`src/design/rtwf_pkg.sv`:
```
// Shared types and constants for the route time-window feasibility core.
package rtwf_pkg;

  // Depot store depth and the index width that addresses it
  localparam int unsigned NUM_DEPOTS = 16;
  localparam int unsigned DIDX_W     = (NUM_DEPOTS > 1) ? $clog2(NUM_DEPOTS) : 1;
  // Wide enough to hold any depot_index value and NUM_DEPOTS itself
  localparam int unsigned DEXT_W     = 9;

  localparam logic [23:0] CAP_RESET  = 24'hFF_FFFF;

  // One vertex visit as captured from the input channel
  typedef struct packed {
    logic [3:0]  depot_index;
    logic        route_start;
    logic        route_end;
    logic        is_depot;
    logic [31:0] travel_time;
    logic [31:0] window_open;
    logic [31:0] window_close;
    logic [15:0] demand;
    logic [23:0] depot_capacity;
    logic [7:0]  depot_vehicle_limit;
    logic        solution_end;
  } item_t;

  // Route totals and verdict for the vertex in the work stage
  typedef struct packed {
    logic [23:0] load;
    logic [31:0] finish;
    logic [31:0] length;
    logic        fault;
    logic        is_end;
    logic        sol_end;
  } route_res_t;

endpackage

```
`src/design/rtwf_route.sv`:
```
// Per-route arrival, load and length accumulation with route rule checks.
module rtwf_route (
  input  logic                clk_i,
  input  logic                rst_ni,
  input  logic                fire_i,
  input  rtwf_pkg::item_t     item_i,
  input  logic [23:0]         vehicle_capacity_i,
  output rtwf_pkg::route_res_t res_o
);
  import rtwf_pkg::*;

  logic [31:0] arr_q, arr_d;
  logic [23:0] load_q, load_d;
  logic [31:0] len_q, len_d;
  logic        fault_q, fault_d;

  logic [32:0] arr_sum;
  logic [32:0] len_sum;
  logic [24:0] load_sum;
  logic [31:0] arr_n;
  logic [23:0] load_n;
  logic [31:0] len_n;
  logic        fault_n;
  logic        late;
  logic        is_end;
  logic        fault_fin;

  // Step the route state by one vertex
  always_comb begin
    arr_sum  = {1'b0, arr_q} + {1'b0, item_i.travel_time};
    len_sum  = {1'b0, len_q} + {1'b0, item_i.travel_time};
    load_sum = {1'b0, load_q} + {9'd0, item_i.demand};
    late     = 1'b0;
    arr_n    = arr_q;
    load_n   = load_q;
    len_n    = len_q;
    fault_n  = fault_q;
    if (item_i.route_start) begin
      arr_n   = item_i.window_open;
      load_n  = '0;
      len_n   = '0;
      fault_n = !item_i.is_depot;
    end else begin
      // Arrival saturates on overflow and then counts as late
      late  = arr_sum[32];
      arr_n = arr_sum[32] ? 32'hFFFF_FFFF : arr_sum[31:0];
      if (arr_n < item_i.window_open) begin
        arr_n = item_i.window_open;
      end
      if (arr_n > item_i.window_close) begin
        late = 1'b1;
      end
      len_n = len_sum[32] ? 32'hFFFF_FFFF : len_sum[31:0];
      if (late) begin
        fault_n = 1'b1;
      end
      if (!item_i.is_depot) begin
        if (load_sum[24]) begin
          load_n  = 24'hFF_FFFF;
          fault_n = 1'b1;
        end else begin
          load_n = load_sum[23:0];
        end
      end
    end
  end

  // Route-end checks: must end at a depot, must not be overloaded
  assign is_end    = item_i.route_end | item_i.solution_end;
  assign fault_fin = fault_n | !item_i.is_depot | (load_n > vehicle_capacity_i);

  assign res_o = '{load:    load_n,
                   finish:  arr_n,
                   length:  len_n,
                   fault:   is_end ? fault_fin : fault_n,
                   is_end:  is_end,
                   sol_end: item_i.solution_end};

  // Route state clears after every route end
  always_comb begin
    arr_d   = arr_q;
    load_d  = load_q;
    len_d   = len_q;
    fault_d = fault_q;
    if (fire_i) begin
      if (is_end) begin
        arr_d   = '0;
        load_d  = '0;
        len_d   = '0;
        fault_d = 1'b0;
      end else begin
        arr_d   = arr_n;
        load_d  = load_n;
        len_d   = len_n;
        fault_d = fault_n;
      end
    end
  end

  always_ff @(posedge clk_i or negedge rst_ni) begin
    if (!rst_ni) begin
      arr_q   <= '0;
      load_q  <= '0;
      len_q   <= '0;
      fault_q <= 1'b0;
    end else begin
      arr_q   <= arr_d;
      load_q  <= load_d;
      len_q   <= len_d;
      fault_q <= fault_d;
    end
  end

endmodule

```
`src/design/rtwf_depot.sv`:
```
// Per-depot load and vehicle totals with solution-level fault tracking.
module rtwf_depot (
  input  logic                   clk_i,
  input  logic                   rst_ni,
  input  logic                   fire_i,
  input  rtwf_pkg::item_t        item_i,
  input  rtwf_pkg::route_res_t   route_i,
  output logic                   sol_fault_o
);
  import rtwf_pkg::*;

  logic [23:0]       dload_q [NUM_DEPOTS];
  logic [7:0]        dveh_q  [NUM_DEPOTS];
  logic [NUM_DEPOTS-1:0] dvld_q;
  logic              sfault_q;

  logic [DEXT_W-1:0] dix_ext;
  logic [DIDX_W-1:0] slot;
  logic              in_range;
  logic [23:0]       cur_load;
  logic [7:0]        cur_veh;
  logic [24:0]       dl_sum;
  logic [8:0]        dv_sum;
  logic [23:0]       dl_new;
  logic [7:0]        dv_new;
  logic              sfault_fin;
  logic              do_upd;

  assign dix_ext  = {{(DEXT_W-4){1'b0}}, item_i.depot_index};
  assign slot     = dix_ext[DIDX_W-1:0];
  assign in_range = dix_ext < DEXT_W'(NUM_DEPOTS);

  // Entries not written since the last clear read as zero
  assign cur_load = (in_range && dvld_q[slot]) ? dload_q[slot] : '0;
  assign cur_veh  = (in_range && dvld_q[slot]) ? dveh_q[slot]  : '0;

  // Add the finished route into its depot and check the depot limits
  always_comb begin
    dl_sum     = {1'b0, cur_load} + {1'b0, route_i.load};
    dv_sum     = {1'b0, cur_veh} + 9'd1;
    dl_new     = dl_sum[24] ? 24'hFF_FFFF : dl_sum[23:0];
    dv_new     = dv_sum[8] ? 8'hFF : dv_sum[7:0];
    sfault_fin = sfault_q | route_i.fault;
    if (in_range) begin
      if (dl_sum[24] || (dl_new > item_i.depot_capacity)) begin
        sfault_fin = 1'b1;
      end
      if (dv_sum[8] || (dv_new > item_i.depot_vehicle_limit)) begin
        sfault_fin = 1'b1;
      end
    end else begin
      sfault_fin = 1'b1;
    end
  end

  assign sol_fault_o = sfault_fin;
  assign do_upd      = fire_i & route_i.is_end;

  // Entry payload
  always_ff @(posedge clk_i) begin
    if (do_upd && in_range) begin
      dload_q[slot] <= dl_new;
      dveh_q[slot]  <= dv_new;
    end
  end

  // Valid bits and solution fault; a solution end clears the store
  always_ff @(posedge clk_i or negedge rst_ni) begin
    if (!rst_ni) begin
      dvld_q   <= '0;
      sfault_q <= 1'b0;
    end else if (do_upd) begin
      if (route_i.sol_end) begin
        dvld_q   <= '0;
        sfault_q <= 1'b0;
      end else begin
        if (in_range) begin
          dvld_q[slot] <= 1'b1;
        end
        sfault_q <= sfault_fin;
      end
    end
  end

endmodule

```
`src/design/route_time_window_feasibility_core.sv`:
```
// Top level of the route time-window feasibility core.
//
// Input channel (in_valid_i / in_ready_o) carries one route vertex visit per
// transaction. Output channel (out_valid_o / out_ready_i) carries one result
// transaction for each vertex that ends a route (route_end or solution_end);
// other vertices produce nothing.
// A vertex is captured in an input register, evaluated in the work stage
// against the route and depot state, and its result lands in the output
// register, which drives out_valid_o. Throughput is one vertex per cycle
// while the output is not stalled; the route and depot state update is a
// single-cycle loop around the work stage. When the receiver stalls with a
// result held, the work stage holds a route-end vertex until the output
// register frees up; vertices without a result keep flowing. in_ready_o
// follows out_ready_i combinationally. vehicle_capacity is to be written
// through cfg_we_i / cfg_wdata_i while idle; the core does not enforce it.
// Reset clears route state, depot totals, the solution fault flag and both
// pipeline valid bits, and sets vehicle_capacity to its maximum.
module route_time_window_feasibility_core (
  input  logic        clk_i,
  input  logic        rst_ni,
  input  logic        cfg_we_i,
  input  logic [23:0] cfg_wdata_i,
  input  logic        in_valid_i,
  output logic        in_ready_o,
  input  logic [3:0]  depot_index_i,
  input  logic        route_start_i,
  input  logic        route_end_i,
  input  logic        is_depot_i,
  input  logic [31:0] travel_time_i,
  input  logic [31:0] window_open_i,
  input  logic [31:0] window_close_i,
  input  logic [15:0] demand_i,
  input  logic [23:0] depot_capacity_i,
  input  logic [7:0]  depot_vehicle_limit_i,
  input  logic        solution_end_i,
  output logic        out_valid_o,
  input  logic        out_ready_i,
  output logic [23:0] route_load_o,
  output logic [31:0] route_finish_time_o,
  output logic [31:0] route_length_o,
  output logic        route_valid_o,
  output logic        solution_feasible_o,
  output logic        solution_done_o
);
  import rtwf_pkg::*;

  logic [23:0] vcap_q;
  item_t       s1_q;
  logic        s1_vld_q;
  logic        out_vld_q;
  logic [23:0] o_load_q;
  logic [31:0] o_finish_q;
  logic [31:0] o_length_q;
  logic        o_rvalid_q;
  logic        o_feas_q;
  logic        o_done_q;

  route_res_t  route_res;
  logic        sol_fault;
  logic        out_free;
  logic        advance;
  logic        in_acc;
  logic        s1_load;

  // Configuration register
  always_ff @(posedge clk_i or negedge rst_ni) begin
    if (!rst_ni) begin
      vcap_q <= CAP_RESET;
    end else if (cfg_we_i) begin
      vcap_q <= cfg_wdata_i;
    end
  end

  // Handshake: work stage moves on unless its result has nowhere to go
  assign out_free   = !out_vld_q | out_ready_i;
  assign advance    = s1_vld_q & (!route_res.is_end | out_free);
  assign in_ready_o = !s1_vld_q | advance;
  assign in_acc     = in_valid_i & in_ready_o;
  assign s1_load    = in_acc;

  // Input register
  always_ff @(posedge clk_i) begin
    if (s1_load) begin
      s1_q <= '{depot_index:         depot_index_i,
                route_start:         route_start_i,
                route_end:           route_end_i,
                is_depot:            is_depot_i,
                travel_time:         travel_time_i,
                window_open:         window_open_i,
                window_close:        window_close_i,
                demand:              demand_i,
                depot_capacity:      depot_capacity_i,
                depot_vehicle_limit: depot_vehicle_limit_i,
                solution_end:        solution_end_i};
    end
  end

  always_ff @(posedge clk_i or negedge rst_ni) begin
    if (!rst_ni) begin
      s1_vld_q <= 1'b0;
    end else if (in_ready_o) begin
      s1_vld_q <= in_valid_i;
    end
  end

  rtwf_route u_route (
    .clk_i              (clk_i),
    .rst_ni             (rst_ni),
    .fire_i             (advance),
    .item_i             (s1_q),
    .vehicle_capacity_i (vcap_q),
    .res_o              (route_res)
  );

  rtwf_depot u_depot (
    .clk_i       (clk_i),
    .rst_ni      (rst_ni),
    .fire_i      (advance),
    .item_i      (s1_q),
    .route_i     (route_res),
    .sol_fault_o (sol_fault)
  );

  // Output register
  always_ff @(posedge clk_i) begin
    if (advance && route_res.is_end) begin
      o_load_q   <= route_res.load;
      o_finish_q <= route_res.finish;
      o_length_q <= route_res.length;
      o_rvalid_q <= !route_res.fault;
      o_feas_q   <= !sol_fault;
      o_done_q   <= route_res.sol_end;
    end
  end

  always_ff @(posedge clk_i or negedge rst_ni) begin
    if (!rst_ni) begin
      out_vld_q <= 1'b0;
    end else if (advance && route_res.is_end) begin
      out_vld_q <= 1'b1;
    end else if (out_ready_i) begin
      out_vld_q <= 1'b0;
    end
  end

  assign out_valid_o         = out_vld_q;
  assign route_load_o        = o_load_q;
  assign route_finish_time_o = o_finish_q;
  assign route_length_o      = o_length_q;
  assign route_valid_o       = o_rvalid_q;
  assign solution_feasible_o = o_feas_q;
  assign solution_done_o     = o_done_q;

endmodule
```
`config.mk`:
```
export PLATFORM = sky130hd
export DESIGN_NAME = route_time_window_feasibility_core
export DESIGN_NICKNAME = d
export VERILOG_FILES = /design/src/design/rtwf_pkg.sv /design/src/design/rtwf_route.sv /design/src/design/rtwf_depot.sv /design/src/design/route_time_window_feasibility_core.sv
export SDC_FILE = /design/constraint.sdc
export NUM_CORES = 1
export LEC_CHECK = 0
export ABC_AREA = 1
export BUFFER_PORTS_ARGS = -buffer_cell sky130_fd_sc_hd__buf_4
export CORE_MARGIN = 2
export CORE_UTILIZATION = 25
export CTS_CLUSTER_SIZE = 10
export DETAILED_ROUTE_END_ITERATION = 10
export GPL_TIMING_DRIVEN = 0
export PLACE_DENSITY = 0.37
export SLEW_MARGIN = 20
export SYNTH_ARGS = -nofsm -noshare
export SYNTH_HDL_FRONTEND = slang
export SYNTH_SLANG_ARGS = --single-unit
```
`constraint.sdc`:
```
create_clock -name clk_i -period 15 [get_ports clk_i]
set_input_delay 3 -clock clk_i [delete_from_list [all_inputs] [get_ports clk_i]]
set_output_delay 3 -clock clk_i [all_outputs]
set_load 0.01 [all_outputs]
```
# == After elaboration in Yosys (flattened, before gate mapping) ==
# Memories as Yosys holds them, arrays and structs flattened. A register that Yosys moved wholly into a read port is not among the register bits.
# Cells that the tools add are included.
# classes
n_addsub,5
n_lt_le_gt_ge,8
n_mux,40
bitwise_logic,11
reduce_logical,15
# op_table
op,count
$mux W32,8
$mux W24,6
$add A32 B32 Y33,2
$gt A24 B24 Y1,2
$gt A32 B32 Y1,1
$lt A32 B32 Y1,1
$mux W16,2
$add A24 B16 Y25,1
$add A24 B24 Y25,1
$mux W1,18
$mux W8,2
$or A16 B16 Y16,1
$lt A4 B5 Y1 const B,2
$add A8 B1 Y9 const B,1
$gt A8 B8 Y1,1
$mux W4,2
$or A1 B1 Y1,7
$logic_not A1 Y1,6
$bmux W1 S4,1
$demux W1 S4,1
$ge A4 B1 Y1 const B,1
$logic_and A1 B1 Y1,4
$reduce_bool A2 Y1,2
$and A1 B1 Y1,3
other kinds (2),3
# word_totals
register_bits,375
ram_bits,512
inputBits,181
output_inout_bits,93
elab_cells,107
memories,2
# memory_table
memory,depth,word_bits,read_ports,rd_clocked_by_memory_dff,wr,line,text
u_depot.dload_q,16,24,1,1,1,rtwf_depot.sv:12,logic [23:0] dload_q [NUM_DEPOTS];
u_depot.dveh_q,16,8,1,1,1,rtwf_depot.sv:13,logic [7:0] dveh_q [NUM_DEPOTS];

# == Logic depth before layout (Yosys ltp) ==
# Gate-level depths: netlist of run 1.
# depth
ltp_word,20
mapped_depth,43
ltp_nobuf,43

# == Modules after synthesis ==
# From an unflattened synthesis of run 1, not the netlist that was laid out.
# unflattened
hier_cells,3905
hier_area_um2,42684.7
# modules_own_cells
mod,n_inst,cells_each,area_each_um2,seq_area_each_um2
rtwf_depot,1,1796,22577.9,15800.2
rtwf_route,1,1748,11702.5,2227.1
route_time_window_feasibility_core,1,361,8404.3,7977.7

# == Worst setup path after synthesis of run 1 ==
# Ideal clock, no wire load.
# synth_path
kind,input -> register
from,in out_ready_i
to,reg s1_q[0] (netlist name) (enable)
setup_ps,508
t_arrival_ps,6363
t_required_ps,14492
setup_slack_ps,8129
stages,4
n_path_buf,0
cell_sequence,inv_1 -> nand4_1 -> nand2_1 -> inv_1
# synth_between
elab_chain_len,5
# synth_rtl
element,line,text
"start, declared",route_time_window_feasibility_core.sv:37,"input logic out_ready_i,"
$or A1 B1 Y1,route_time_window_feasibility_core.sv:75,assign out_free = !out_vld_q | out_ready_i;
$or A1 B1 Y1,route_time_window_feasibility_core.sv:76,assign advance = s1_vld_q & (!route_res.is_end | out_free);
$and A1 B1 Y1,route_time_window_feasibility_core.sv:76,
$or A1 B1 Y1,route_time_window_feasibility_core.sv:77,assign in_ready_o = !s1_vld_q | advance;
named net in_ready_o,route_time_window_feasibility_core.sv:24,"output logic in_ready_o,"
$and A1 B1 Y1,route_time_window_feasibility_core.sv:78,assign in_acc = in_valid_i & in_ready_o;
named net in_acc,route_time_window_feasibility_core.sv:62,logic in_acc;
"end signal, assigned",route_time_window_feasibility_core.sv:84,"s1_q <= '{depot_index: depot_index_i,"
"end, declared",route_time_window_feasibility_core.sv:48,item_t s1_q;
# The timed path passes the listed nets, and every way through them passes these cells.
# A chain may end at the register's enable or synchronous reset.

==> results of run 1 <==
## power breakdown
part | leakage (nW) | switching (mW) | internal [mW] | total, mW
logic | 11.3 | 1.14 | 0.564 | 1.70
registers | 8.79 | 0.0750 | 2.89 | 2.97
clock network | 1.59 | 1.09 | 1.43 | 2.52
## flip-flops by register name, indices dropped and copies added (netlist names), named ones only
signal               cells
solution_done_o          1
u_route.arr_q           32
vcap_q                  24
out_valid_o              1
u_route.len_q           32
route_length_o          32
s1_vld_q                 1
u_depot.dvld_q          16
u_route.load_q          24
route_finish_time_o     32
u_route.fault_q          1
solution_feasible_o      1
u_depot.sfault_q         1
u_depot.dveh_q         128
s1_q                   152
u_depot.dload_q        384
route_load_o            24
route_valid_o            1
## cell families (layout without fill, tap and decap cells)
group,Yosys count,in the layout,share of synthesized area
and+or+nand+nor,1135,1135,0.115
AOI/OAI and AO/OA,932,932,0.120
DFF,891,891,0.600
buffers and inverters,636,1130,0.0584
adders and majority gates,228,228,0.0663
muxes,129,129,0.0297
xor gates and xnor gates,50,50,0.0101
other,0,4,0
## routing by layer
metal | part of all wire | wire [um] | vias to the layer above
li1 | - | - | 15000
met1 | 0.46 | 71700 | 15100
met2 | 0.48 | 74900 | 661
met3 | 0.037 | 5870 | 182
met4 | 0.028 | 4320 | 0
met5 | 0 | 0 | -
## final timing paths
check	cells past startpoint	start	slack [ns]	end
min in group asynchronous	1	rst_ni	2.21	u_route.len_q[30]
max in group asynchronous	2	rst_ni	11.90	u_depot.dvld_q[2]
max	38	register	5.23	u_depot.sfault_q
min	2	u_route.len_q[30]	0.48	u_route.len_q[30]
min reg2reg	2	u_route.len_q[30]	0.48	u_route.len_q[30]
max reg2reg	38	register	5.23	u_depot.sfault_q
## Yosys cell counts (4+ instances only)
cell,count,area (um2)
a21oi_1,322,1610
nand3_2,23,230
clkbuf_1,78,293
o21ai_1,9,45.0
clkinv_1,5,18.8
o21a_1,6,45.0
a221oi_1,12,105
nand2_1,602,2260
a211oi_1,8,60.1
dfrtp_1,108,2700
nor3_1,24,120
o21bai_1,8,60.1
a21o_1,9,67.6
and2_1,33,206
o21ai_2,5,43.8
nand4_1,20,125
a31oi_1,16,100
nor4_1,7,43.8
dfxtp_1,4,80.1
a22o_1,12,105
fa_1,4,80.1
inv_1,477,1790
buf_1,17,63.8
or2_2,31,194
nor2_1,175,657
o21ai_0,402,2010
mux2i_1,128,1280
buf_2,41,205
buf_4,9,67.6
nand3_1,178,891
xnor2_1,22,193
o211ai_1,72,541
nand2_2,34,213
inv_2,4,15.0
o22ai_1,22,138
edfxtp_1,755,22700
ha_1,224,2800
o221ai_1,7,61.3
dfstp_2,24,631
xor2_1,28,245
## through the flow
step	utilization	hold WS, ns	worst slack, ns	instance area, um2
3_3_place_gp	0.279	0.470	3.78	48400
6_report	0.305	0.484	5.23	52800
3_5_place_dp	0.285	0.473	5.20	49400
4_1_cts	0.304	0.489	5.13	52700
2_1_floorplan	-	0.451	8.13	43500
5_1_grt	0.304	0.508	4.47	52800
## final cells by class
class | count | area [um2]
antenna | 4 | 10.0
buffer | 150 | 712
clock buffer | 149 | 2910
clock inverter | 34 | 390
fill | 17900 | 120000
inverter | 486 | 1840
multi-input combinational | 2474 | 15000
sequential | 891 | 26100
tap | 2325 | 2910
timing repair buffer | 311 | 2920
## cells in the final DEF, fill, tap and decap left out, types with 22 or more instances in the layout
master       n
a21oi_1    322
mux2i_1    128
nand3_1    175
nand2_1    602
nor2_1     158
nand3_2     26
and2_1      33
dfstp_2     24
clkbuf_16  109
nor3_1      24
buf_2       43
xor2_1      28
xnor2_1     22
dfrtp_1    108
buf_4      281
ha_1       224
o22ai_1     22
o21ai_0    400
edfxtp_1   755
clkbuf_1   115
or2_2       31
nand2_2     34
o211ai_1    72
inv_1      475
## critical path, delay by kind of cell, from the launching register on
kind,cells,cell delay [ns]
compound gates,11,2.47
fa+ha+maj,3,0.93
buf+inv,10,3.06
flops,1,0.30
simple gates,14,2.82
==> run_results.csv, run 1 <==
group,metric,value,unit
worst_setup_path,cp_slowest_cell,"nand2_1",
cts,post-cts-setup-buffer-count,0,
sta,tightest_slew,1.10,ns
grt,grt_pass1_vias,31000,
sta,period_share,0.651,
worst_setup_path,crit_path_end_kind,"register",
yosys,syn_area,0.0435,mm2
die,fp.dieW,421,um
grt,grt_busiest_layer,"met2",
cts,root_buffer,"clkbuf_16",
detailed_routing,drc,0,
yosys,synth_warnings,0,
die,die_h,421,um
finish,drive_above_1_share,0.147,
yosys,ys_seq_area_frac,0.600,
cts,cts_buffers,109,
placed_design,port_buffers,272,
yosys,ys_async_sr_fraction,0.148,
detailed_routing,ant_nets,0,
worst_hold_path,hold_path_class,"reg -> reg",
worst_setup_path,crit_top_cell,"nand2_1",
grt,use_met3,0.0223,
cts,hold_buffers,0,
sta,min_period,9.77,ns
cts,cts_max_level,3,
run,cap_violations,0,
yosys,synth_cells,4001,
yosys,synth_cell_type_count,61,
pwr,ir_drop,0.0000925,V
grt,antenna_found_initial,14,
die,ios,274,
sta,skew,0.0701,ns
worst_setup_path,worstSetupPathType,"reg -> reg",
worst_setup_path,required,15.55,ns
cts,cts.clk_slew.worst_paths,0.06,ns
detailed_routing,drt_iter0_markers,2300,
sta,rsz0062_at_grt,"no",
grt,overflow,0,
worst_setup_path,crit_fanout,17,
detailed_routing,wl,157000,um
detailed_routing,firstDrtPassIters,7,
cts,clock_sinks,891,
detailed_routing,wl_per_cell,23.0,um
die,core,0.173,mm2
grt,met2_usage,0.295,
grt,grt_use_met1,0.236,
grt,grt_pass1_wl,224000,um
yosys,synth-edff-count,755,
finish,final_nets,4832,
grt,grt_max_degree,76,
pwr,power.density,136,mW/mm2
sta,max_freq,102,MHz
cts,cts_buffer_depth,3,
sta,slew_headroom,0.264,
cts,cts_resized,0,
detailed_routing,vias,30900,
placed_design,dpl.hpwl,116000,um
worst_setup_path,start_kind,"register",
placed_design,placed_cells,6636,
yosys,syn_nets,4410,
placed_design,gp_congestion,0.818,
sta,hold_viol_final,0,
sta,setup_viol,0,
grt,track_usage,0.176,
cts,clkLatencyLatePin,0.75,ns
yosys,ys_seq_elements,891,
die,start_util,0.251,
sta,final_max_slew_viol_count,0,
die,fp-row-count,153,
detailed_routing,avgViaCountPerCell,4.53,
outcome,outcome,"complete, no violations",
yosys,synth_ff_type,"edfxtp_1",
die,fp.dieArea,0.177,mm2
pwr,cellLeakagePower,21.7,nW
yosys,syn_area_per_cell,10.9,um2
worst_setup_path,critPathMaxStageDelay,0.86,ns
worst_setup_path,critPathArrivalTime,10.33,ns
cts,tritoncts,"built",
sta,fin_tns_setup,0,ns
pwr,finalPower,7.19,mW
finish,area_delta_synth_final,21.4,%
finish,final_cell_count_no_fill,6824,
Power figures use the tool's default switching activity.
==> run 2, diff against run 1 <==
--- a/config.mk
+++ b/config.mk
@@ -12,7 +12,7 @@
 export CTS_CLUSTER_SIZE = 10
 export DETAILED_ROUTE_END_ITERATION = 10
 export GPL_TIMING_DRIVEN = 0
-export PLACE_DENSITY = 0.37
+export PLACE_DENSITY = 0.38
 export SLEW_MARGIN = 20
 export SYNTH_ARGS = -nofsm -noshare
 export SYNTH_HDL_FRONTEND = slang
==> constraint.sdc (replaced) <==
create_clock -name clk_i -period 7.9 [get_ports clk_i]
set_input_delay 1.58 -clock clk_i [delete_from_list [all_inputs] [get_ports clk_i]]
set_output_delay 1.58 -clock clk_i [all_outputs]
set_load 0.01 [all_outputs]
==> run 2 against run 1 <==
Net effect: first-iteration DRC count down 4.9%; highest routed layer is now met5; cell count up 0.18%; clock power up 91%.
==> run_results.csv, run 2 (synthesis results as in run 1) <==
group,metric,value,unit
outcome,outcome,"complete, no violations",
detailed_routing,wl_per_cell,22.8,um
sta,max_freq,136,MHz
detailed_routing,firstDrtPassIters,5,
sta,period_share,0.934,
worst_setup_path,crit_fanout,17,
grt,grt_pass1_vias,31500,
worst_setup_path,cp_top_family,"compound AO/OA/AOI/OAI gates",
grt,grt_max_degree,77,
finish,insertedDiodeCount,0,
die,start_util,0.251,
finish,final_cell_mix,"edfxtp_1, nand2_1, inv_1",
sta,tightest_slew,0.998,ns
finish,area_delta_synth_final,22.5,%
cts,clock_sinks,891,
cts,tritoncts,"built",
finish,final_nets,4842,
worst_setup_path,crit_path_end_kind,"register",
grt,track_usage,0.175,
sta,skew,0.0480,ns
finish,reg_top3,"u_depot.dload_q: 384 flops, s1_q: 152 flops, u_depot.dveh_q: 128 flops",
placed_design,dpl.hpwl,115000,um
worst_setup_path,start_kind,"register",
sta,min_period,7.38,ns
placed_design,placed_cells,6643,
detailed_routing,vias,31200,
detailed_routing,drc,0,
pwr,finalPower,13.7,mW
pwr,cellLeakagePower,21.9,nW
grt,grt_pass1_wl,224000,um
finish,drive_above_1_share,0.160,
worst_setup_path,required,8.50,ns
worst_setup_path,worstSetupPathType,"reg -> reg",
worst_setup_path,critPathArrivalTime,7.98,ns
detailed_routing,ant_nets,0,
placed_design,port_buffers,272,
die,fp.dieArea,0.177,mm2
worst_setup_path,cp_slowest_cell,"clkbuf_1",
cts,cts.clk_slew.worst_paths,0.05,ns
worst_setup_path,worst-path-buf-inv,6,
worst_hold_path,hold_path_class,"reg -> reg",
worst_setup_path,crit_top_cell,"o21ai_0",
worst_setup_path,critPathMaxStageDelay,0.64,ns
detailed_routing,wl,156000,um
sta,hold_viol_final,0,
grt,antenna_found_initial,14,
detailed_routing,drt_iter0_markers,2187,
finish,final_common_cell,"edfxtp_1",
cts,hold_buffers,0,
cts,clkLatencyLatePin,0.75,ns
cts,root_buffer,"clkbuf_16",
sta,slew_headroom,0.335,
die,ios,274,
die,fp.dieW,421,um
placed_design,gp_congestion,0.857,
cts,cts_buffer_depth,3,
finish,top_register,"u_depot.dload_q",
finish,final_cell_count_no_fill,6836,
die,core,0.173,mm2
sta,setup_viol,0,
sta,hold_slack,0.484,ns
sta,final_max_slew_viol_count,0,
die,die_h,421,um
cts,cts_max_level,3,
pwr,power.density,258,mW/mm2
grt,overflow,0,
detailed_routing,avgViaCountPerCell,4.57,
run,cap_violations,0,
finish,largest_reg_flops,384,
pwr,ir_drop,0.000177,V
sta,rsz0062_at_grt,"no",
cts,cts_buffers,108,
die,fp-row-count,153,
run 2: changes by cell type in the layout (fill, tap and decap cells not counted), moves of 6 or more:
cell,previous run,this run
nand2_1,602,592
clkinv_1,19,10
nand3_1,175,168
nand3_4,0,9
buf_4,281,288
nand2_4,1,7
clkbuf_2,0,6
run 2: layout make-up:
| class | count | area [um2] |
|---|---|---|
| multi-input combinational | 2474 | 15300 |
| clock buffer | 165 | 3010 |
| timing repair buffer | 323 | 3040 |
| buffer | 149 | 728 |
| tap | 2325 | 2910 |
| fill | 17900 | 120000 |
| clock inverter | 23 | 333 |
| sequential | 891 | 26100 |
| inverter | 486 | 1850 |
run 2: metrics by stage:
stage          TNS (ns)  utilization  cell area [um2]  worst slack [ns]
5_1_grt               0        0.307            53200            0.0254
4_1_cts               0        0.306            53100            0.0154
2_1_floorplan         0            -            43500              1.95
3_3_place_gp    -103.07        0.279            48400             -2.66
3_5_place_dp      -3.49        0.286            49500             -1.65
6_report              0        0.307            53200             0.521
run 2: routing by layer:
metal  GRT usage  share of wire  up-vias
met1       0.234           0.46    15500
met3      0.0239          0.036      166
met4      0.0402          0.020        4
li1            -              -    15000
met5           0        0.00019        -
met2       0.300           0.49      570
run 2: report_power, final:
part           total (mW)  leakage [nW]  switching [mW]  internal [mW]
combinational        3.28          11.5            2.17           1.11
sequential           5.63          8.79           0.140           5.49
clock                4.82          1.60            2.07           2.74
total                13.7          21.9            4.38           9.34
run 2: tightest hold or removal path, stage by stage, from the launching register on:
cell and delay, ns:
dfrtp_1 0.34, nand2_1 0.06, nand2_1 0.05
run 2: final timing paths:
kind,depth (start not counted),slack (ns),from,endpoint
max in group asynchronous,2,6.28,rst_ni,u_route.len_q[5]
hold reg to reg,2,0.48,u_route.arr_q[20],u_route.arr_q[20]
hold / removal,2,0.48,u_route.arr_q[20],u_route.arr_q[20]
setup / recovery,31,0.52,register,u_depot.sfault_q
setup reg to reg,31,0.52,register,u_depot.sfault_q
min in group asynchronous,1,0.76,rst_ni,u_route.len_q[25]
run 2: repair_timing:
action,in CTS,in global routing
pin swaps,0,2
setup endpoints to repair,3,3
gates resized for setup,54,33
buffers inserted,1,5
